--- src/hw/rtl/dics_pkg.sv ---
`default_nettype none

package dics_pkg;

    // payload widths of the channels
    localparam int CMD_W     = 2;
    localparam int INDEX_W   = 8;
    localparam int WEIGHT_W  = 17;
    localparam int UNIFORM_W = 16;
    localparam int OUTCOME_W = 4;
    localparam int COUNT_W   = 5;

    // fixed point of the uniform fraction
    localparam int UNIFORM_SCALE_BITS = 16;

    localparam int DEF_MAX_OUTCOMES = 16;
    localparam int DEF_PROB_BITS    = 16;

    localparam logic [COUNT_W-1:0] COUNT_RESET = COUNT_W'(16);

    typedef enum logic [CMD_W-1:0] {
        CMD_WRITE  = 2'd0,
        CMD_SAMPLE = 2'd1,
        CMD_QUERY  = 2'd2
    } cmd_code_t;

    typedef struct packed {
        logic start;
        logic walk;
        logic cap_sample;
        logic cap_query;
        logic cap_empty;
        logic push;
    } dics_cmd_t;

    typedef struct packed {
        logic is_sample;
        logic is_query;
        logic n_zero;
        logic hit;
        logic last;
        logic out_free;
    } dics_stat_t;

endpackage

`default_nettype wire

--- src/hw/rtl/dics_ifs.sv ---
`default_nettype none

interface dics_in_if;
    logic                             valid;
    logic                             ready;
    logic [dics_pkg::CMD_W-1:0]       command;
    logic [dics_pkg::INDEX_W-1:0]     entry_index;
    logic [dics_pkg::WEIGHT_W-1:0]    weight;
    logic [dics_pkg::UNIFORM_W-1:0]   uniform_fraction;

    modport source (output valid, command, entry_index, weight, uniform_fraction,
                    input ready);
    modport sink (input valid, command, entry_index, weight, uniform_fraction,
                  output ready);
endinterface

interface dics_out_if;
    logic                             valid;
    logic                             ready;
    logic [dics_pkg::OUTCOME_W-1:0]   outcome;
    logic [dics_pkg::WEIGHT_W-1:0]    probability;
    logic                             fell_through;

    modport source (output valid, outcome, probability, fell_through, input ready);
    modport sink (input valid, outcome, probability, fell_through, output ready);
endinterface

`default_nettype wire

--- src/hw/rtl/dics_ctrl.sv ---
`default_nettype none

module dics_ctrl (
    input  wire logic              clk,
    input  wire logic              rst_n,
    input  wire logic              in_valid,
    input  wire dics_pkg::dics_stat_t stat,
    output dics_pkg::dics_cmd_t    cmd,
    output logic                   in_ready
);

    typedef enum logic [3:0] {
        S_IDLE = 4'b0001,
        S_SUM  = 4'b0010,
        S_QRY  = 4'b0100,
        S_PUSH = 4'b1000
    } state_t;

    state_t state_reg, state_next;

    always_ff @(posedge clk or negedge rst_n)
    begin
        if (!rst_n)
        begin
            state_reg <= S_IDLE;
        end
        else
        begin
            state_reg <= state_next;
        end
    end

    always_comb
    begin
        state_next = state_reg;
        cmd        = '0;
        in_ready   = 1'b0;
        unique case (state_reg)
            S_IDLE:
            begin
                in_ready = 1'b1;
                if (in_valid)
                begin
                    cmd.start = 1'b1;
                    if (stat.is_sample)
                    begin
                        if (stat.n_zero)
                        begin
                            cmd.cap_empty = 1'b1;
                            state_next    = S_PUSH;
                        end
                        else
                        begin
                            state_next = S_SUM;
                        end
                    end
                    else if (stat.is_query)
                    begin
                        state_next = S_QRY;
                    end
                end
            end
            S_SUM:
            begin
                // one table entry per cycle until the sum passes the fraction or the last entry is reached
                if (stat.hit || stat.last)
                begin
                    cmd.cap_sample = 1'b1;
                    state_next     = S_PUSH;
                end
                else
                begin
                    cmd.walk = 1'b1;
                end
            end
            S_QRY:
            begin
                cmd.cap_query = 1'b1;
                state_next    = S_PUSH;
            end
            S_PUSH:
            begin
                if (stat.out_free)
                begin
                    cmd.push   = 1'b1;
                    state_next = S_IDLE;
                end
            end
            default:
            begin
                state_next = S_IDLE;
            end
        endcase
    end

endmodule

`default_nettype wire

--- src/hw/rtl/dics_datapath.sv ---
`default_nettype none

module dics_datapath #(
    parameter int MAX_OUTCOMES = dics_pkg::DEF_MAX_OUTCOMES,
    parameter int PROB_BITS    = dics_pkg::DEF_PROB_BITS
) (
    input  wire logic                              clk,
    input  wire logic                              rst_n,
    input  wire logic [dics_pkg::CMD_W-1:0]        command,
    input  wire logic [dics_pkg::INDEX_W-1:0]      entry_index,
    input  wire logic [dics_pkg::WEIGHT_W-1:0]     weight,
    input  wire logic [dics_pkg::UNIFORM_W-1:0]    uniform_fraction,
    input  wire logic                              cfg_wr_en,
    input  wire logic [dics_pkg::COUNT_W-1:0]      cfg_wr_data,
    input  wire dics_pkg::dics_cmd_t               cmd,
    output dics_pkg::dics_stat_t                   stat,
    dics_out_if.source                             out_ch
);

    localparam int IDX_W   = $clog2(MAX_OUTCOMES);
    localparam int SUM_W   = dics_pkg::WEIGHT_W + $clog2(MAX_OUTCOMES);
    localparam int LHS_W   = dics_pkg::UNIFORM_W + PROB_BITS;
    localparam int RHS_W   = SUM_W + dics_pkg::UNIFORM_SCALE_BITS;
    localparam int CMP_W   = (LHS_W > RHS_W) ? LHS_W : RHS_W;
    localparam int WIDE_W  = dics_pkg::INDEX_W + 1;
    localparam logic [WIDE_W-1:0] MAX_WIDE = WIDE_W'(MAX_OUTCOMES);
    localparam logic [dics_pkg::WEIGHT_W-1:0] RESET_ENTRY =
        dics_pkg::WEIGHT_W'((64'd1 << PROB_BITS) / MAX_OUTCOMES);

    logic [dics_pkg::WEIGHT_W-1:0] mem [MAX_OUTCOMES];
    logic [MAX_OUTCOMES-1:0]       valid_reg;

    logic [dics_pkg::COUNT_W-1:0]   count_reg;
    logic [dics_pkg::COUNT_W-1:0]   n_eff;
    logic [IDX_W-1:0]               i_reg;
    logic [SUM_W-1:0]               sum_reg;
    logic [SUM_W-1:0]               sum_next;
    logic [dics_pkg::UNIFORM_W-1:0] u_reg;
    logic [dics_pkg::INDEX_W-1:0]   idx_reg;
    logic [dics_pkg::WEIGHT_W-1:0]  rd_data_reg;
    logic [IDX_W-1:0]               rd_addr;
    logic                           wr_en;
    logic [CMP_W-1:0]               lhs;
    logic [CMP_W-1:0]               rhs;
    logic                           query_in_range;

    logic [dics_pkg::OUTCOME_W-1:0] res_outcome_reg;
    logic [dics_pkg::WEIGHT_W-1:0]  res_prob_reg;
    logic                           res_fall_reg;

    logic                           out_valid_reg;
    logic [dics_pkg::OUTCOME_W-1:0] out_outcome_reg;
    logic [dics_pkg::WEIGHT_W-1:0]  out_prob_reg;
    logic                           out_fall_reg;

    // a count above the table acts as the table size
    assign n_eff = (WIDE_W'(count_reg) > MAX_WIDE) ? dics_pkg::COUNT_W'(MAX_OUTCOMES)
                                                   : count_reg;

    assign wr_en = cmd.start && (command == dics_pkg::CMD_WRITE)
                   && (WIDE_W'(entry_index) < MAX_WIDE);

    always_comb
    begin
        if (cmd.start)
        begin
            rd_addr = (command == dics_pkg::CMD_SAMPLE) ? '0 : entry_index[IDX_W-1:0];
        end
        else
        begin
            rd_addr = i_reg + IDX_W'(1);
        end
    end

    // exact compare of u / 2^16 against sum / 2^PROB_BITS
    assign sum_next = sum_reg + SUM_W'(rd_data_reg);
    assign lhs      = CMP_W'(u_reg) << PROB_BITS;
    assign rhs      = CMP_W'(sum_next) << dics_pkg::UNIFORM_SCALE_BITS;

    assign query_in_range = WIDE_W'(idx_reg) < WIDE_W'(n_eff);

    assign stat.is_sample = (command == dics_pkg::CMD_SAMPLE);
    assign stat.is_query  = (command == dics_pkg::CMD_QUERY);
    assign stat.n_zero    = (n_eff == '0);
    assign stat.hit       = (lhs < rhs);
    assign stat.last      = (WIDE_W'(i_reg) + WIDE_W'(1)) == WIDE_W'(n_eff);
    assign stat.out_free  = !out_valid_reg || out_ch.ready;

    always_ff @(posedge clk)
    begin
        if (wr_en)
        begin
            mem[entry_index[IDX_W-1:0]] <= weight;
        end
    end

    // entries never written read as the reset share
    always_ff @(posedge clk)
    begin
        rd_data_reg <= valid_reg[rd_addr] ? mem[rd_addr] : RESET_ENTRY;
    end

    always_ff @(posedge clk or negedge rst_n)
    begin
        if (!rst_n)
        begin
            valid_reg     <= '0;
            count_reg     <= dics_pkg::COUNT_RESET;
            out_valid_reg <= 1'b0;
        end
        else
        begin
            if (wr_en)
            begin
                valid_reg[entry_index[IDX_W-1:0]] <= 1'b1;
            end
            if (cfg_wr_en)
            begin
                count_reg <= cfg_wr_data;
            end
            if (cmd.push)
            begin
                out_valid_reg <= 1'b1;
            end
            else if (out_ch.ready)
            begin
                out_valid_reg <= 1'b0;
            end
        end
    end

    always_ff @(posedge clk)
    begin
        if (cmd.start)
        begin
            i_reg   <= '0;
            sum_reg <= '0;
            u_reg   <= uniform_fraction;
            idx_reg <= entry_index;
        end
        else if (cmd.walk)
        begin
            i_reg   <= i_reg + IDX_W'(1);
            sum_reg <= sum_next;
        end

        if (cmd.cap_sample)
        begin
            res_outcome_reg <= stat.hit ? dics_pkg::OUTCOME_W'(i_reg) : '0;
            res_prob_reg    <= '0;
            res_fall_reg    <= !stat.hit;
        end
        else if (cmd.cap_query)
        begin
            res_outcome_reg <= '0;
            res_prob_reg    <= query_in_range ? rd_data_reg : '0;
            res_fall_reg    <= 1'b0;
        end
        else if (cmd.cap_empty)
        begin
            res_outcome_reg <= '0;
            res_prob_reg    <= '0;
            res_fall_reg    <= 1'b1;
        end

        if (cmd.push)
        begin
            out_outcome_reg <= res_outcome_reg;
            out_prob_reg    <= res_prob_reg;
            out_fall_reg    <= res_fall_reg;
        end
    end

    assign out_ch.valid        = out_valid_reg;
    assign out_ch.outcome      = out_outcome_reg;
    assign out_ch.probability  = out_prob_reg;
    assign out_ch.fell_through = out_fall_reg;

endmodule

`default_nettype wire

--- src/hw/rtl/discrete_inverse_cdf_sampler_unit.sv ---
// Inverse-CDF sampler over a table of up to MAX_OUTCOMES probabilities.
// Input channel (in): one transaction carries command, entry_index, weight
// and uniform_fraction. A write stores weight and returns nothing; a sample
// returns the first outcome whose running sum exceeds the fraction (or 0
// with fell_through); a query returns the stored probability, 0 when out of
// range. Output channel (out) carries outcome, probability, fell_through.
// cfg_wr_en / cfg_wr_data set outcome_count; write it only while idle.
// A write is done on acceptance; a query reads its entry, then
// captures and stages its result. A sample walks the table one entry
// per cycle through the single read port of the table, stopping at the
// first hit or at index outcome_count - 1; with a count of zero it skips
// the walk. The next transaction is taken in the cycle after staging.
// Reset: every entry reads as 2^PROB_BITS / MAX_OUTCOMES, count is 16,
// no result pending. When the receiver stalls, the result waits in the
// output register; the block still takes writes and one more sample or
// query, works it, then holds that result until the output register frees.
`default_nettype none

module discrete_inverse_cdf_sampler_unit #(
    parameter int MAX_OUTCOMES = dics_pkg::DEF_MAX_OUTCOMES,
    parameter int PROB_BITS    = dics_pkg::DEF_PROB_BITS
) (
    input  wire logic                          clk,
    input  wire logic                          rst_n,
    dics_in_if.sink                            in,
    dics_out_if.source                         out,
    input  wire logic                          cfg_wr_en,
    input  wire logic [dics_pkg::COUNT_W-1:0]  cfg_wr_data
);

    dics_pkg::dics_cmd_t  cmd;
    dics_pkg::dics_stat_t stat;
    logic                 in_ready;

    dics_ctrl u_ctrl (
        .clk      (clk),
        .rst_n    (rst_n),
        .in_valid (in.valid),
        .stat     (stat),
        .cmd      (cmd),
        .in_ready (in_ready)
    );

    dics_datapath #(
        .MAX_OUTCOMES (MAX_OUTCOMES),
        .PROB_BITS    (PROB_BITS)
    ) u_datapath (
        .clk              (clk),
        .rst_n            (rst_n),
        .command          (in.command),
        .entry_index      (in.entry_index),
        .weight           (in.weight),
        .uniform_fraction (in.uniform_fraction),
        .cfg_wr_en        (cfg_wr_en),
        .cfg_wr_data      (cfg_wr_data),
        .cmd              (cmd),
        .stat             (stat),
        .out_ch           (out)
    );

    assign in.ready = in_ready;

    // a sample occupies the walk, so no transaction is taken right after it
    a_sample_blocks: assert property (@(posedge clk) disable iff (!rst_n)
        (in.valid && in.ready && in.command == dics_pkg::CMD_SAMPLE) |=> !in.ready)
        else $error("input taken while a sample is being walked");

    // results only appear through a push from the controller
    a_push_only: assert property (@(posedge clk) disable iff (!rst_n)
        (!out.valid && !cmd.push) |=> !out.valid)
        else $error("result appeared without a push");

    // a write command never produces a result
    a_write_silent: assert property (@(posedge clk) disable iff (!rst_n)
        (in.valid && in.ready && in.command == dics_pkg::CMD_WRITE && !out.valid)
        |=> !out.valid)
        else $error("write transaction produced a result");

endmodule

`default_nettype wire
--- src/flat_wrapper.sv ---
// flat-port wrapper written by rule: the top's interface ports become plain ports
module discrete_inverse_cdf_sampler_unit_flat 
#(
    parameter int MAX_OUTCOMES = dics_pkg::DEF_MAX_OUTCOMES,
    parameter int PROB_BITS    = dics_pkg::DEF_PROB_BITS
)
  (clk, rst_n, cfg_wr_en, cfg_wr_data, in_valid, in_command, in_entry_index, in_weight, in_uniform_fraction, in_ready, out_valid, out_outcome, out_probability, out_fell_through, out_ready);
  dics_in_if in_i ();
  dics_out_if out_i ();
  input  wire logic clk;
  input  wire logic rst_n;
  input  wire logic cfg_wr_en;
  input  wire logic [dics_pkg::COUNT_W-1:0] cfg_wr_data;
  input wire logic [$bits(in_i.valid)-1:0] in_valid;
  input wire logic [$bits(in_i.command)-1:0] in_command;
  input wire logic [$bits(in_i.entry_index)-1:0] in_entry_index;
  input wire logic [$bits(in_i.weight)-1:0] in_weight;
  input wire logic [$bits(in_i.uniform_fraction)-1:0] in_uniform_fraction;
  output wire logic [$bits(in_i.ready)-1:0] in_ready;
  output wire logic [$bits(out_i.valid)-1:0] out_valid;
  output wire logic [$bits(out_i.outcome)-1:0] out_outcome;
  output wire logic [$bits(out_i.probability)-1:0] out_probability;
  output wire logic [$bits(out_i.fell_through)-1:0] out_fell_through;
  input wire logic [$bits(out_i.ready)-1:0] out_ready;
  assign in_i.valid = in_valid;
  assign in_i.command = in_command;
  assign in_i.entry_index = in_entry_index;
  assign in_i.weight = in_weight;
  assign in_i.uniform_fraction = in_uniform_fraction;
  assign in_ready = in_i.ready;
  assign out_valid = out_i.valid;
  assign out_outcome = out_i.outcome;
  assign out_probability = out_i.probability;
  assign out_fell_through = out_i.fell_through;
  assign out_i.ready = out_ready;
  discrete_inverse_cdf_sampler_unit #(.MAX_OUTCOMES(MAX_OUTCOMES), .PROB_BITS(PROB_BITS)) u_core (.clk(clk), .rst_n(rst_n), .in(in_i), .out(out_i), .cfg_wr_en(cfg_wr_en), .cfg_wr_data(cfg_wr_data));
endmodule
--- config.mk ---
export PLATFORM = sky130hd
export DESIGN_NAME = discrete_inverse_cdf_sampler_unit_flat
export DESIGN_NICKNAME = d
export VERILOG_FILES = /design/src/hw/rtl/dics_pkg.sv /design/src/hw/rtl/dics_ifs.sv /design/src/hw/rtl/dics_ctrl.sv /design/src/hw/rtl/dics_datapath.sv /design/src/hw/rtl/discrete_inverse_cdf_sampler_unit.sv /design/src/flat_wrapper.sv
export SDC_FILE = /design/constraint.sdc
export NUM_CORES = 1
export LEC_CHECK = 0
export BUFFER_PORTS_ARGS = -buffer_cell sky130_fd_sc_hd__clkbuf_2
export CAP_MARGIN = 0
export CORE_MARGIN = 5
export CORE_UTILIZATION = 35
export CTS_CLUSTER_DIAMETER = 30
export DETAILED_ROUTE_END_ITERATION = 6
export GPL_TIMING_DRIVEN = 0
export SYNTH_ARGS = -nofsm -noshare
export SYNTH_HDL_FRONTEND = slang
export SYNTH_SLANG_ARGS = --single-unit
--- constraint.sdc ---
create_clock -name clk -period 7.5 [get_ports clk]
set_input_delay 0 -clock clk [delete_from_list [all_inputs] [get_ports clk]]
set_output_delay 0 -clock clk [all_outputs]
set_load 0.01 [all_outputs]
==> impl_metrics.toml <==
[clocking]
post-cts-setup-buffer-count = 0
clk_latency_ns = 0.62
clkSlewWorstSetupHoldPaths_ns = 0.04
numCtsBuffers = 90
root_buffer = "clkbuf_16"
clock-sinks = 408
cts_buffer_depth = 3
cts_htree_levels = 3
cts_tree = "done"

[place]
dp_slack_ns = 2.09
dpl_cell_area_sq_um = 19000
io_buffers = 76
gp_congestion = 0.869
placed_cells = 2113
dpl.hpwl_um = 32400

[yosys]
synth_edf_count = 323
yosysWarningCount = 0
syn-num-nets = 1441
async_reset_ff_share_pct = 6.37
syn_inst = 1348
ys_seq_elements = 408
ys_seq_area_share_pct = 65.9
ys_types = 77
synth.avg_cell_area_sq_um = 13.0
synth-main-ff-cell = "edfxtp_1"
syn_area_sq_um = 17500

[hold_path]
hold_start = "in_uniform_fraction[12]"
hold_path_class = "in -> reg"
whs_path_depth = 2
min_to = "u_core.u_datapath.u_reg[12]"

[drt]
vias_per_cell = 5.24
vias = 12300
route.detailed.drc = 0
drtIter0Drc = 928
wl_um = 47900
wire_per_inst_um = 20.5
ant_nets = 0
drt_pre_antenna_iters = 5

[floorplan]
die_y_um = 234
die_w_um = 234
die_area_sq_um = 54600
ioPinCount = 77
row_count = 82
start_util_pct = 35.1
core_area_sq_um = 49900

[sta]
hold_viol_final = 0
fin_ws_ns = 2.04
rsz0062_at_grt = "false"
slew_violations = 0
fin_tns_setup_ns = 0
period_needed_ns = 5.46
period_share_pct = 72.8
clock.fmax_mhz = 183
worst_pin_slew_ns = 1.12
setup_viol = 0
slew_headroom_pct = 24.4
fin_skew_ns = 0.0221

[finish]
layout-drive-gt1-share_pct = 21.0
final_cells = 2340
mostFrequentLayoutCells = "edfxtp_1, nand2_1, clkbuf_16, clkbuf_2, a211oi_1"
post-route-cell-area_sq_um = 22800
n_antenna_cell = 0
finish.net_count = 1686
final_common_cell = "edfxtp_1"
largest_reg_flops = 272
area_delta_synth_final_pct = 30.2

[power_and_ir_drop]
powerDensity_nw_per_um2 = 386
ir_drop_mv = 0.186
power_leakage_nw = 8.45
power_mw = 8.80

[global_routing]
antenna_found_initial = 0
grt_pass1_vias = 12300
grt.total_usage_pct = 17.4
gr-total-overflow = 0
grt_pass1_wl_um = 72600
grt_max_degree = 34

[setup_path]
required_ns = 7.78
r2r-end = "u_core.u_datapath.res_outcome_reg[1]"
crit_path_end_kind = "register"
worstReg2RegStart = "u_core.u_datapath.rd_data_reg[3]"
ff2ff_path_depth = 17
crit_type = "reg -> reg"
cp_max_fo = 10
startpoint_type = "register"
r2r_slack_ns = 2.04
worstPathArrival_ns = 5.74

[job]
cap_viol_max_count = 0

[status]
outcome = "finished clean"
==> cell usage after synthesis (24+ instances only) <==
cell / number / share of area, %
nor2_1: 40 / 0.86
a311oi_1: 36 / 1.8
nand2_1: 235 / 5.0
and2_1: 63 / 2.3
a21oi_1: 25 / 0.71
mux2i_1: 24 / 1.4
ha_1: 39 / 2.8
clkbuf_1: 40 / 0.86
dfxtp_1: 59 / 6.7
dfrtp_1: 24 / 3.4
edfxtp_1: 323 / 55
a211oi_1: 75 / 3.2
nand3_1: 24 / 0.69
==> worst max-delay path, stage by stage (launching register included) <==
cell	delay [ns]
dfxtp_1	0.38
ha_1	0.31
a21o_1	0.20
a21oi_1	0.31
a21boi_0	0.21
o31ai_1	0.47
o221ai_1	0.19
xnor2_1	0.18
ha_1	0.30
nand3_1	0.09
or3_1	0.41
a2111o_1	0.40
a211o_1	0.30
nor4_4	0.47
and3_1	0.28
buf_4	0.19
buf_6	0.17
o21ai_0	0.25
==> cell type report <==
| type | count | area [sq um] |
|---|---|---|
| buffer | 83 | 415 |
| sequential | 408 | 11500 |
| tap | 672 | 841 |
| clock buffer | 114 | 2500 |
| inverter | 14 | 52.6 |
| multi-input combinational | 843 | 5560 |
| fill | 4462 | 27100 |
| clock inverter | 53 | 649 |
| timing repair buffer | 153 | 1240 |
==> through the flow <==
step	utilization, %	hold WS [ns]
6_report	45.7	0.102
5_1_grt	45.7	0.0915
4_1_cts	45.7	0.0717
3_5_place_dp	38.2	0.0902
3_3_place_gp	37.6	0.0776
2_1_floorplan	-	-0.296
==> power by group <==
group	leakage, nW	switching (mW)	internal [mW]
Clock	1.53	1.27	2.74
Combinational	3.19	1.37	0.731
Sequential	3.73	0.0956	2.59
Total	8.45	2.74	6.06
==> worst max path at each step <==
stage	start	endpoint	slack [ns]	depth (start not counted)
after CTS	u_core.u_datapath.rd_data_reg[3]	u_core.u_datapath.res_outcome_reg[1]	2.07	17
after global placement	u_core.u_datapath.rd_data_reg[3]	u_core.u_datapath.res_outcome_reg[0]	2.14	17
final	u_core.u_datapath.rd_data_reg[3]	u_core.u_datapath.res_outcome_reg[1]	2.04	17
after floorplan	u_core.u_datapath.sum_reg[3]	u_core.u_datapath.res_fall_reg	2.88	17
after detailed placement	u_core.u_datapath.rd_data_reg[3]	u_core.u_datapath.res_outcome_reg[1]	2.09	17
after global routing	u_core.u_datapath.rd_data_reg[0]	u_core.u_datapath.res_outcome_reg[1]	1.74	18
==> layer usage <==
metal,vias up,track usage [%],share of wire [%]
met4,0,5.93,2.2
met1,6128,22.3,42
met3,75,3.42,5.6
met5,-,0,0
li1,5656,-,-
met2,393,29.6,50
==> what timing repair did <==
| item | in CTS | in global routing |
|---|---|---|
| hold buffers | 60 | 0 |
| endpoints found under the hold margin | 353 | 0 |
| resized for setup | 0 | 0 |
==> logic make-up (layout without fill, tap and decap cells) <==
logic type               count (synthesis)  after routing  synth area share [%]
flip-flops                             408            408                  65.9
multiplexers                            35             35                  2.10
XOR/XNOR                                19             19                 0.951
AND/OR/NAND/NOR                        451            451                  12.4
AO/OA/AOI/OAI                          298            298                  13.1
buffers and inverters                   97            417                  2.67
adder cells (fa/ha/maj)                 40             40                  2.90
Power figures use the tool's default switching activity.
